<file path="src/hw/rtl/ice_pkg.sv">
// Shared types, codes and helpers for the instruction candidate enumerator.
// No dependencies; used by ice_cell, the top level and the checker.
`timescale 1ns / 1ps

package ice_pkg;

	localparam int MAX_LEN = 15;
	localparam int IDX_W   = $clog2(MAX_LEN);
	localparam int POS_W   = 4;

	typedef enum logic [1:0] {
		CMD_START = 2'd0,
		CMD_NEXT  = 2'd1,
		CMD_CLEAR = 2'd2
	} cmd_t;

	typedef enum logic [1:0] {
		ST_BYTE      = 2'd0,
		ST_EXHAUSTED = 2'd1,
		ST_DONE      = 2'd2,
		ST_BAD_LEN   = 2'd3
	} status_t;

	typedef enum logic [1:0] {
		CELL_HOLD   = 2'd0,
		CELL_BUMP   = 2'd1,
		CELL_CLEAR  = 2'd2,
		CELL_ROTATE = 2'd3
	} cell_op_t;

	// Broadcast to every cell of the row.
	typedef struct packed {
		cell_op_t         op;
		logic [POS_W-1:0] pos;
	} cell_ctl_t;

	// Prefix class of one byte.
	typedef struct packed {
		logic       pfx;
		logic [2:0] grp;
	} pfx_class_t;

	// Handed from each cell to its right neighbor.
	typedef struct packed {
		logic       run;
		logic       pfx;
		logic [2:0] grp;
	} cell_link_t;

	function automatic pfx_class_t classify(input logic [7:0] b);
		pfx_class_t c;
		c.pfx = 1'b1;
		case (b) inside
			8'hF0, 8'hF2, 8'hF3:                      c.grp = 3'd0;
			8'h2E, 8'h36, 8'h3E, 8'h26, 8'h64, 8'h65: c.grp = 3'd1;
			8'h66:                                    c.grp = 3'd2;
			8'h67:                                    c.grp = 3'd3;
			[8'h40:8'h4F]:                            c.grp = 3'd4;
			default: begin
				c.pfx = 1'b0;
				c.grp = 3'd0;
			end
		endcase
		return c;
	endfunction

endpackage

</file>
<file path="src/hw/rtl/ice_cell.sv">
// One byte cell of the candidate row: holds its byte, bumps, clears or rotates it.
// Depends on ice_pkg for the control struct, the link struct and the prefix classifier.
`timescale 1ns / 1ps

module ice_cell (
	input  logic                      clk,
	input  logic                      arst_n,
	input  logic [ice_pkg::POS_W-1:0] cell_idx,
	input  ice_pkg::cell_ctl_t        ctl,
	input  logic [7:0]                rot_in,
	input  ice_pkg::cell_link_t       left_link,
	output ice_pkg::cell_link_t       right_link,
	output logic [7:0]                byte_val,
	output logic                      at_max,
	output logic                      bad
);

	logic [7:0]          byte_q;
	ice_pkg::pfx_class_t cls;
	logic                ge;

	always_ff @(posedge clk or negedge arst_n) begin
		if (!arst_n) begin
			byte_q <= 8'd0;
		end else begin
			case (ctl.op)
				ice_pkg::CELL_BUMP: begin
					if (ctl.pos == cell_idx) byte_q <= byte_q + 8'd1;
				end
				ice_pkg::CELL_CLEAR: begin
					if (cell_idx >= ctl.pos) byte_q <= 8'd0;
				end
				ice_pkg::CELL_ROTATE: byte_q <= rot_in;
				default: ;
			endcase
		end
	end

	always_comb begin
		cls = ice_pkg::classify(byte_q);
		// order violation against the left neighbor inside the prefix run
		ge  = left_link.pfx & cls.pfx & (left_link.grp >= cls.grp);
		right_link.run = left_link.run & cls.pfx;
		right_link.pfx = cls.pfx;
		right_link.grp = cls.grp;
	end

	assign bad      = right_link.run & ge;
	assign byte_val = byte_q;
	assign at_max   = (byte_q == 8'hFF);

endmodule

</file>
<file path="src/hw/rtl/instruction_candidate_enumerator.sv">
// Instruction candidate enumerator: a row of ice_cell byte cells under one sequencer.
// Depends on ice_pkg and ice_cell.
//
// Usage: one command beat on the input channel (command, start_length,
// clear_position) answers one or more beats on the output channel (status,
// byte_index, byte_value, last); last marks the final beat of a command.
// Start over, clear and unused codes answer one beat in the cycle after
// acceptance. A next command tries one candidate at a time (bump, then
// prefix check across the cell row); a byte that wraps moves the step left
// and the bump repeats there. An accepted candidate then streams out as
// MAX_LEN beats, one per cycle while the receiver takes them, by rotating
// the cell row once around. The block takes one command at a time: ready
// is high only when idle and the output register is free or draining. A
// stalled receiver holds the output register, and the row while it streams
// or reports exhaustion.
// Reset zeroes every candidate byte, the step position and the exhausted flag.
`timescale 1ns / 1ps

module instruction_candidate_enumerator (
	input  logic       clk,
	input  logic       arst_n,
	input  logic       in_valid,
	output logic       in_ready,
	input  logic [1:0] command,
	input  logic [3:0] start_length,
	input  logic [3:0] clear_position,
	output logic       out_valid,
	input  logic       out_ready,
	output logic [1:0] status,
	output logic [3:0] byte_index,
	output logic [7:0] byte_value,
	output logic       last
);

	localparam int N = ice_pkg::MAX_LEN;
	localparam int W = ice_pkg::IDX_W;

	typedef enum logic [3:0] {
		S_IDLE  = 4'b0001,
		S_BUMP  = 4'b0010,
		S_CHECK = 4'b0100,
		S_EMIT  = 4'b1000
	} state_t;

	state_t                    state_q;
	logic [ice_pkg::POS_W-1:0] step_q;
	logic                      exhausted_q;
	logic [W-1:0]              cnt_q;

	logic       out_valid_q;
	logic [1:0] status_q;
	logic [3:0] byte_index_q;
	logic [7:0] byte_value_q;
	logic       last_q;

	ice_pkg::cell_ctl_t  ctl;
	ice_pkg::cell_link_t link [N+1];
	logic [7:0]          byte_val [N];
	logic [N-1:0]        at_max;
	logic [N-1:0]        bad;

	logic slot_ok;
	logic in_fire;
	logic wrap;
	logic bad_len;
	logic exhaust_now;
	logic out_load;

	assign link[0] = '{run: 1'b1, pfx: 1'b0, grp: 3'd0};

	for (genvar i = 0; i < N; i++) begin : g_cell
		ice_cell u_cell (
			.clk        (clk),
			.arst_n     (arst_n),
			.cell_idx   (ice_pkg::POS_W'(i)),
			.ctl        (ctl),
			.rot_in     (byte_val[(i + 1) % N]),
			.left_link  (link[i]),
			.right_link (link[i+1]),
			.byte_val   (byte_val[i]),
			.at_max     (at_max[i]),
			.bad        (bad[i])
		);
	end

	assign slot_ok     = !out_valid_q || out_ready;
	assign in_ready    = (state_q == S_IDLE) && slot_ok;
	assign in_fire     = in_valid && in_ready;
	assign wrap        = at_max[step_q[W-1:0]];
	assign bad_len     = (start_length == 4'd0) || ({1'b0, start_length} > 5'(N));
	assign exhaust_now = (state_q == S_BUMP) && wrap && (step_q == '0) && slot_ok;
	// every accepted command answers at once except a next that starts a search
	assign out_load    = (state_q == S_EMIT && slot_ok) || exhaust_now
		|| (in_fire && !(command == ice_pkg::CMD_NEXT && !exhausted_q));

	always_comb begin
		ctl.op  = ice_pkg::CELL_HOLD;
		ctl.pos = step_q;
		case (state_q)
			S_IDLE: begin
				if (in_fire && command == ice_pkg::CMD_CLEAR) begin
					ctl.op  = ice_pkg::CELL_CLEAR;
					ctl.pos = clear_position;
				end
			end
			S_BUMP: begin
				// the final wrap reports through the output register: hold until free
				if (!(wrap && step_q == '0) || slot_ok) ctl.op = ice_pkg::CELL_BUMP;
			end
			S_EMIT: begin
				if (slot_ok) ctl.op = ice_pkg::CELL_ROTATE;
			end
			default: ;
		endcase
	end

	always_ff @(posedge clk or negedge arst_n) begin
		if (!arst_n) begin
			out_valid_q <= 1'b0;
		end else if (out_load) begin
			out_valid_q <= 1'b1;
		end else if (out_ready) begin
			out_valid_q <= 1'b0;
		end
	end

	always_ff @(posedge clk or negedge arst_n) begin
		if (!arst_n) begin
			state_q     <= S_IDLE;
			step_q      <= '0;
			exhausted_q <= 1'b0;
			cnt_q       <= '0;
		end else begin
			case (state_q)
				S_IDLE: begin
					if (in_fire) begin
						case (command)
							ice_pkg::CMD_START: begin
								if (!bad_len) begin
									step_q      <= start_length - 4'd1;
									exhausted_q <= 1'b0;
								end
							end
							ice_pkg::CMD_NEXT: begin
								if (!exhausted_q) state_q <= S_BUMP;
							end
							default: ;
						endcase
					end
				end
				S_BUMP: begin
					if (!wrap) begin
						state_q <= S_CHECK;
					end else if (step_q != '0) begin
						step_q <= step_q - 4'd1;
					end else if (slot_ok) begin
						exhausted_q <= 1'b1;
						state_q     <= S_IDLE;
					end
				end
				S_CHECK: begin
					cnt_q   <= '0;
					state_q <= (|bad) ? S_BUMP : S_EMIT;
				end
				S_EMIT: begin
					if (slot_ok) begin
						cnt_q <= cnt_q + W'(1);
						if (cnt_q == W'(N - 1)) state_q <= S_IDLE;
					end
				end
				default: state_q <= S_IDLE;
			endcase
		end
	end

	// output payload; loaded whenever out_valid_q is, and also on a next that starts a search, when out_valid_q stays low
	always_ff @(posedge clk) begin
		if (state_q == S_EMIT && slot_ok) begin
			status_q     <= ice_pkg::ST_BYTE;
			byte_index_q <= 4'(cnt_q);
			byte_value_q <= byte_val[0];
			last_q       <= (cnt_q == W'(N - 1));
		end else if (exhaust_now) begin
			status_q     <= ice_pkg::ST_EXHAUSTED;
			byte_index_q <= 4'd0;
			byte_value_q <= 8'd0;
			last_q       <= 1'b1;
		end else if (in_fire) begin
			byte_index_q <= 4'd0;
			byte_value_q <= 8'd0;
			last_q       <= 1'b1;
			case (command)
				ice_pkg::CMD_START: status_q <= bad_len ? ice_pkg::ST_BAD_LEN : ice_pkg::ST_DONE;
				ice_pkg::CMD_NEXT:  status_q <= ice_pkg::ST_EXHAUSTED;
				default:            status_q <= ice_pkg::ST_DONE;
			endcase
		end
	end

	assign out_valid  = out_valid_q;
	assign status     = status_q;
	assign byte_index = byte_index_q;
	assign byte_value = byte_value_q;
	assign last       = last_q;

endmodule

</file>
<file path="config.mk">
export PLATFORM = sky130hd
export DESIGN_NAME = instruction_candidate_enumerator
export DESIGN_NICKNAME = d
export VERILOG_FILES = /design/src/hw/rtl/ice_pkg.sv /design/src/hw/rtl/ice_cell.sv /design/src/hw/rtl/instruction_candidate_enumerator.sv
export SDC_FILE = /design/constraint.sdc
export NUM_CORES = 1
export LEC_CHECK = 0
export BUFFER_PORTS_ARGS = -buffer_cell sky130_fd_sc_hd__buf_2
export CORE_MARGIN = 2
export CORE_UTILIZATION = 40
export CTS_BUF_LIST = sky130_fd_sc_hd__clkbuf_4 sky130_fd_sc_hd__clkbuf_8 sky130_fd_sc_hd__clkbuf_16
export CTS_CLUSTER_DIAMETER = 30
export DETAILED_ROUTE_END_ITERATION = 10
export PLACE_DENSITY_LB_ADDON = 0.08
export SETUP_SLACK_MARGIN = 0.1
export SYNTH_ARGS = -nofsm -noshare
export SYNTH_HDL_FRONTEND = slang
export SYNTH_SLANG_ARGS = --single-unit
</file>
<file path="constraint.sdc">
create_clock -name clk -period 4.7 [get_ports clk]
set_input_delay 0.47 -clock clk [delete_from_list [all_inputs] [get_ports clk]]
set_output_delay 0.47 -clock clk [all_outputs]
set_load 0.05 [all_outputs]
</file>
Yosys cells after proc, flatten, opt, wreduce, memory -nomap -nowiden
Cells that the tools add are included.
{"block": "totals", "wordCells": 742, "output_inout_bits": 17, "ff_bits": 149, "in_bits": 14}
{"block": "classes", "n_addsub": 18, "mux": 242, "n_lt_le_gt_ge": 60, "n_eq_ne": 247, "reduce_logical": 95, "n_bitwise": 55}
{"op": "equality test 8 x 6 -> 1 bit, second input constant", "count": 60}
{"op": "equality test 8 x 7 -> 1 bit, second input constant", "count": 60}
{"op": "equality test 8 bit, second input constant", "count": 60}
{"op": "case mux 8 bit (3 select lines)", "count": 15}
{"op": "2-to-1 mux 8 bit", "count": 33}
{"op": "2-to-1 mux 3 bit", "count": 75}
{"op": "adder 8 x 1 -> 8 bit, second input constant", "count": 15}
{"op": "greater-or-equal comparator 8 x 7 -> 1 bit, second input constant", "count": 15}
{"op": "less-or-equal comparator 8 x 7 -> 1 bit, second input constant", "count": 15}
{"op": "2-to-1 mux 1 bit", "count": 91}
{"op": "OR reduction 6 bit", "count": 15}
{"op": "2-to-1 mux 4 bit", "count": 19}
{"op": "!= test 2 x 1 -> 1 bit, second input constant", "count": 34}
{"op": "AND 1 bit", "count": 55}
{"op": "AND reduction 3 bit", "count": 15}
{"op": "OR reduction 3 bit", "count": 15}
{"op": "greater-or-equal comparator 3 bit", "count": 14}
{"op": "equality test 4 bit, second input constant", "count": 9}
{"op": "greater-or-equal comparator 4 bit, first input constant", "count": 7}
{"op": "logical AND 1 bit", "count": 25}
{"op": "equality test 4 x 3 -> 1 bit, second input constant", "count": 5}
{"op": "greater-or-equal comparator 3 x 4 -> 1 bit, first input constant", "count": 4}
{"op": "case mux 4 bit (2 select lines)", "count": 2}
{"op": "case mux 4 bit (4 select lines)", "count": 1}
{"op": "other kinds (29)", "count": 58}

Logic depth before layout (Yosys ltp)
{"block": "logic_depth", "word_depth": 25, "ltp_mapped": 15, "ltp_nobuf": 15}

Modules after synthesis
From an unflattened synthesis, not the netlist that was laid out.
{"block": "unflattened", "hier_cells": 1996, "area_unflattened_um2": 16035.4}
{"mod": "ice_cell at g_cell[0].u_cell ...", "instances": 14, "seq_area_each_um2": 200.2, "area_each_um2": 949.7, "cells_each": 122}
{"mod": "instruction_candidate_enumerator", "instances": 1, "seq_area_each_um2": 782.0, "area_each_um2": 1764.2, "cells_each": 173}
{"mod": "ice_cell at g_cell[7].u_cell", "instances": 1, "seq_area_each_um2": 200.2, "area_each_um2": 975.9, "cells_each": 115}

Worst setup path before layout
OpenSTA, ideal clock, no wires.
{"block": "synth_path", "kind": "reg-to-reg", "from": "register g_cell[11].u_cell.byte_q[5]", "to": "register state_q[1]", "stages_incl_launch_ff": 13, "t_required_ps": 4582, "setup_time_ps": 118, "n_path_buf": 1, "slack_ps": 1480, "arrival_time_ps": 3102, "period_less_slack_ps": 3220, "cell_sequence": "dfrtp_1 -> clkbuf_1 -> nand2_1 -> or4b_2 -> or3_1 -> inv_1 -> ha_1 -> a21o_1 -> a21o_1 -> a2111oi_0 -> o311ai_0 -> a41o_1 -> a21o_1"}
{"block": "synth_between", "elab_chain_len": 15, "elab_cells_between_ends": 50, "cone_classes": "order compare (4); eq/ne (14); mux (15); bitwise (12); reduce/logical (5)"}
{"element": "from (decl)", "line": "ice_cell.sv:18", "rtl": "logic [7:0] byte_q;"}
{"element": "from (signal assigned)", "line": "ice_cell.sv:28", "rtl": "if (ctl.pos == cell_idx) byte_q <= byte_q + 8'd1;"}
{"element": "from (signal assigned)", "line": "ice_cell.sv:33", "rtl": "ice_pkg::CELL_ROTATE: byte_q <= rot_in;"}
{"element": "greater-or-equal comparator 8 x 7 -> 1 bit (implied by the code) or less-or-equal comparator 8 x 7 -> 1 bit (tied branches)", "line": "ice_cell.sv:40", "rtl": "cls = ice_pkg::classify(byte_q);"}
{"element": "logical AND 1 bit (implied by the code)", "line": "ice_cell.sv:40"}
{"element": "2-to-1 mux 1 bit (5 in series)", "line": "ice_pkg.sv:53", "rtl": "case (b) inside"}
{"element": "AND 1 bit (4 in series)", "line": "ice_cell.sv:43", "rtl": "right_link.run = left_link.run & cls.pfx;"}
{"element": "AND 1 bit", "line": "ice_cell.sv:48", "rtl": "assign bad = right_link.run & ge;"}
{"element": "OR reduction 14 bit", "line": "instruction_candidate_enumerator.sv:163", "rtl": "state_q <= (|bad) ? S_BUMP : S_EMIT;"}
{"element": "2-to-1 mux 4 bit", "line": "instruction_candidate_enumerator.sv:163"}
{"element": "case mux 4 bit (4 select lines)", "line": "instruction_candidate_enumerator.sv:134", "rtl": "case (state_q)"}
{"element": "to (signal assigned)", "line": "instruction_candidate_enumerator.sv:163"}
{"element": "to (decl)", "line": "instruction_candidate_enumerator.sv:45", "rtl": "state_t state_q;"}
Several ways; a longest one is shown, not always the timed one. The select of a mux whose other input is x is not followed.
A chain may end at the register's enable or synchronous reset.

Worst setup path in the final report
{"block": "layout_path", "from": "register g_cell[7].u_cell.byte_q[0]", "to": "register state_q[1]"}
{"block": "layout_between", "elab_chain_len": 19, "elab_cells_between_ends": 58, "cone_classes": "order compare (4); eq/ne (14); mux (15); bitwise (20); reduce/logical (5)"}
{"element": "from (decl)", "line": "ice_cell.sv:18"}
{"element": "from (signal assigned)", "line": "ice_cell.sv:28"}
{"element": "from (signal assigned)", "line": "ice_cell.sv:33"}
{"element": "greater-or-equal comparator 8 x 7 -> 1 bit (implied by the code) or less-or-equal comparator 8 x 7 -> 1 bit (tied branches)", "line": "ice_cell.sv:40"}
{"element": "logical AND 1 bit (implied by the code)", "line": "ice_cell.sv:40"}
{"element": "2-to-1 mux 1 bit (5 in series)", "line": "ice_pkg.sv:53"}
{"element": "AND 1 bit (8 in series)", "line": "ice_cell.sv:43"}
{"element": "AND 1 bit", "line": "ice_cell.sv:48"}
{"element": "OR reduction 14 bit", "line": "instruction_candidate_enumerator.sv:163"}
{"element": "2-to-1 mux 4 bit", "line": "instruction_candidate_enumerator.sv:163"}
{"element": "case mux 4 bit (4 select lines)", "line": "instruction_candidate_enumerator.sv:134"}
Several ways; a longest one is shown, not always the timed one. The select of a mux whose other input is x is not followed.

==> impl_metrics.csv <==
group,metric,value,unit
status,status,"complete, no violations",
placement,dpl.cell_count,1949,
logic_synthesis,netlist_instances,1592,
timing,tns,0,ns
logic_synthesis,yosys-top-cells-area,"dfrtp_1 26%, ha_1 10%, nor2_1 3.6%",
logic_synthesis,yosysUniqueCellTypes,82,
routing,drcViolationCount,0,
global_routing,grt_max_degree,68,
logic_synthesis,synth_area,12800,µm²
global_routing,grt_usage,25.6,%
setup_path,end_kind,"flop",
clock_tree,cts_tree,"yes",
floorplanning,placementRows,65,
clock_tree,post_cts_resized,0,
placement,portBuffers,30,
cells_and_area,final_cells,1983,
cells_and_area,final_util,44.0,%
timing,setup_violations,0,
global_routing,gr-total-overflow,0,
logic_synthesis,synthArstFlopShare,89.9,%
floorplanning,die-width,183,µm
clock_tree,cts_setup_buffers,0,
clock_tree,postCtsHoldBufs,0,
clock_tree,cts_sinks,149,
floorplanning,die_area,33500,µm²
setup_path,crit_path_max_fanout,5,
timing,rsz0062_at_grt,"false",
timing,post-route-min-period,3.92,ns
clock_tree,clk_path_buf_depth,2,
setup_path,r2r_cells,15,
timing,final_hold_viol_count,0,
logic_synthesis,yosysTopAreaCell,"dfrtp_1",
power,pwr-share-seq,35.5,%
power,p_per_area,432,nW/µm²
logic_synthesis,synth_edf_count,13,
logic_synthesis,synth_warnings,0,
timing,fin_crit_sh,83.3,%
floorplanning,io_pins,31,
routing,drt_iter0_drc,1213,
clock_tree,cts_root_buffer,"clkbuf_16",
floorplanning,core,31600,µm²
routing,wl_per_cell,21.3,µm
setup_path,slowest_delay,0.44,ns
setup_path,r2r-start,"g_cell[7].u_cell.byte_val[0]$_DFFE_PN0P_",
power,combPwrFrac,41.5,%
run,max_cap_violations,0,
clock_tree,clk_pin_slew_worst_paths,0.08,ns
timing,fin_skew,0.0178,ns
routing,vias_per_cell,6.28,
power,p_sw,2.78,mW
placement,place.gp.congestion,0.862,
global_routing,antenna_found_initial,2,
logic_synthesis,synth_flop_cell,"dfrtp_1",
logic_synthesis,yosysMostFrequentCell,"dfrtp_1",
routing,drtAntennaViolNets,0,
floorplanning,start_util,40.6,%
routing,drt-pass1-iter-count,8,
power,switching_share,46.4,%
worst_hold_path,hold_path.class,"in2async",
placement,hpwl,30500,µm
clock_tree,numCtsBuffers,17,
timing,relSlewSlack,37.4,%
floorplanning,fp.dieH,183,µm
power,pwr-share-clk,23.0,%
routing,route.final.wire_length,42300,µm
cells_and_area,drive_gt1_share,8.99,%
clock_tree,htree_num_levels,4,
logic_synthesis,synth_seq_area_share,29.6,%
logic_synthesis,avgSynthCellArea,8.04,µm²
logic_synthesis,synthTopCellsByCount,"133 x dfrtp_1, 123 x nor2_1, 118 x inv_1, 105 x ha_1, 105 x nand2_1",
setup_path,critPathBufInv,3,
power,ir_drop,0.000297,V
setup_path,cp.arrival,4.27,ns
global_routing,first_global_vias,11800,
setup_path,r2r-end,"state_q[1]$_DFFE_PN0P_",
power,power.internal,3.21,mW
power,p_leak,5.90,nW
setup_path,reg2reg_slack,0.78,ns
setup_path,cpMaxStageDelayCell,"dfrtp_1",
setup_path,crit_chain,"inv_1 > ha_1 > or2_2 > o21bai_1 > a21oi_1 > inv_1 > ha_1 > nor2b_1 > o21ai_0 > nor4_1 > buf_4 > and3b_1 > o311ai_0 > a41o_1 > a21o_1",
clock_tree,clk_latency,0.46,ns
timing,tightest_slew,0.927,ns
timing,report.final.slew_viol_count,0,
setup_path,start_kind,"flop",
setup_path,crit_required,5.05,ns
routing,vias,12500,
global_routing,grt_pass1_wl,67700,µm
cells_and_area,area_delta_synth_final,8.39,%
logic_synthesis,netlist.area_leader.share,26.0,%
logic_synthesis,ys_seq_elements,149,
cells_and_area,nNetsFinal,1685,
logic_synthesis,syn_nets,1711,
setup_path,path_class,"reg2reg",
timing,fmax,0.255,GHz
setup_path,path_delay_family,"compound AO/OA/AOI/OAI gates",
power groups by stage:
stage,Clock [mW],Combinational (mW),Sequential (mW)
after global placement,0,2.45,2.13
after detailed placement,0,2.46,2.14
after floorplan,0,1.86,1.99
after CTS,1.39,2.47,2.12
final,1.38,2.49,2.13
after global routing,1.45,2.79,2.19
per-stage QoR:
| stage | instance area [µm²] | setup slack, ns | total power, mW | hold WS [ns] |
|---|---|---|---|---|
| after floorplan | 12800 | 1.48 | 3.85 | 0.174 |
| after global placement | 13300 | 0.757 | 4.58 | 0.535 |
| after detailed placement | 13300 | 0.764 | 4.60 | 0.550 |
| after CTS | 13900 | 0.753 | 5.98 | 0.0670 |
| after global routing | 13900 | 0.523 | 6.42 | 0.0888 |
| final | 13900 | 0.783 | 5.99 | 0.0401 |
worst max path at each step:
stage	start	to	slack, ns	cells past startpoint
4_1_cts	g_cell[7].u_cell.byte_val[0]$_DFFE_PN0P_	state_q[1]$_DFFE_PN0P_	0.75	15
2_1_floorplan	g_cell[11].u_cell.byte_val[5]$_DFFE_PN0P_	state_q[1]$_DFFE_PN0P_	1.48	12
3_5_place_dp	g_cell[7].u_cell.byte_val[0]$_DFFE_PN0P_	state_q[1]$_DFFE_PN0P_	0.76	15
5_1_grt	g_cell[7].u_cell.byte_val[0]$_DFFE_PN0P_	state_q[1]$_DFFE_PN0P_	0.52	15
6_report	g_cell[7].u_cell.byte_val[0]$_DFFE_PN0P_	state_q[1]$_DFFE_PN0P_	0.78	15
3_3_place_gp	g_cell[7].u_cell.byte_val[0]$_DFFE_PN0P_	state_q[1]$_DFFE_PN0P_	0.76	15
routing by layer:
layer / up-vias / part of all wire (%) / GRT usage (%)
met2: 358 / 46 / 40.4
met3: 54 / 4.6 / 3.63
met5: - / 0 / 0
met4: 0 / 2.0 / 7.74
li1: 5929 / - / -
met1: 6122 / 48 / 36.5
cells in the final DEF (no fill, tap or decap), types with 9 or more instances in the layout:
cell type / instances
edfxtp_1: 13
inv_6: 9
o22ai_1: 11
nor4_1: 35
o21a_1: 10
or4_1: 15
dfrtp_1: 133
a211oi_1: 11
and3_1: 24
a32oi_1: 19
a21oi_1: 82
o311ai_0: 9
clkbuf_16: 17
o21ai_0: 86
a31oi_1: 29
a21o_1: 21
a221o_1: 9
mux2i_1: 14
nor4b_1: 19
nand2_1: 104
mux2_2: 10
o41ai_1: 10
nand4_1: 28
o211ai_1: 26
buf_4: 28
nor2_1: 121
nand2b_1: 33
or2_2: 14
inv_1: 118
nor3_1: 69
o2bb2ai_1: 23
o31ai_1: 18
or3_1: 17
a21boi_0: 10
and2_1: 16
nor2b_1: 12
nand3_1: 79
ha_1: 105
a22oi_1: 9
buf_2: 29
kinds of logic (layout without fill, tap and decap cells):
group | Yosys count | count (layout) | synth area share [%]
AO/OA/AOI/OAI | 459 | 459 | 24.9
multiplexers | 26 | 26 | 2.18
XOR/XNOR | 5 | 5 | 0.342
adder cells (fa/ha/maj) | 105 | 105 | 10.3
flip-flops | 149 | 149 | 29.6
other | 0 | 2 | 0
AND/OR/NAND/NOR | 626 | 626 | 26.0
buffers and inverters | 222 | 209 | 6.70
layout make-up:
| type | count | area [µm²] |
|---|---|---|
| multi-input cells | 1221 | 8200 |
| flip-flops and latches | 149 | 3780 |
| clock inverters | 15 | 133 |
| repair buffers | 59 | 387 |
| inverters | 118 | 443 |
| well taps | 402 | 503 |
| diodes | 2 | 5.00 |
| fillers | 3198 | 17700 |
| clock buffers | 17 | 425 |
flip-flops by register name, indices dropped and copies added (netlist names):
register and count:
exhausted_q 1, status 2, last 1, out_valid 1
g_cell.u_cell.byte_val 120, byte_index 4, step_q 4, state_q 4
cnt_q 4, byte_value 8
No activity file was read; power rests on OpenSTA's default activity.
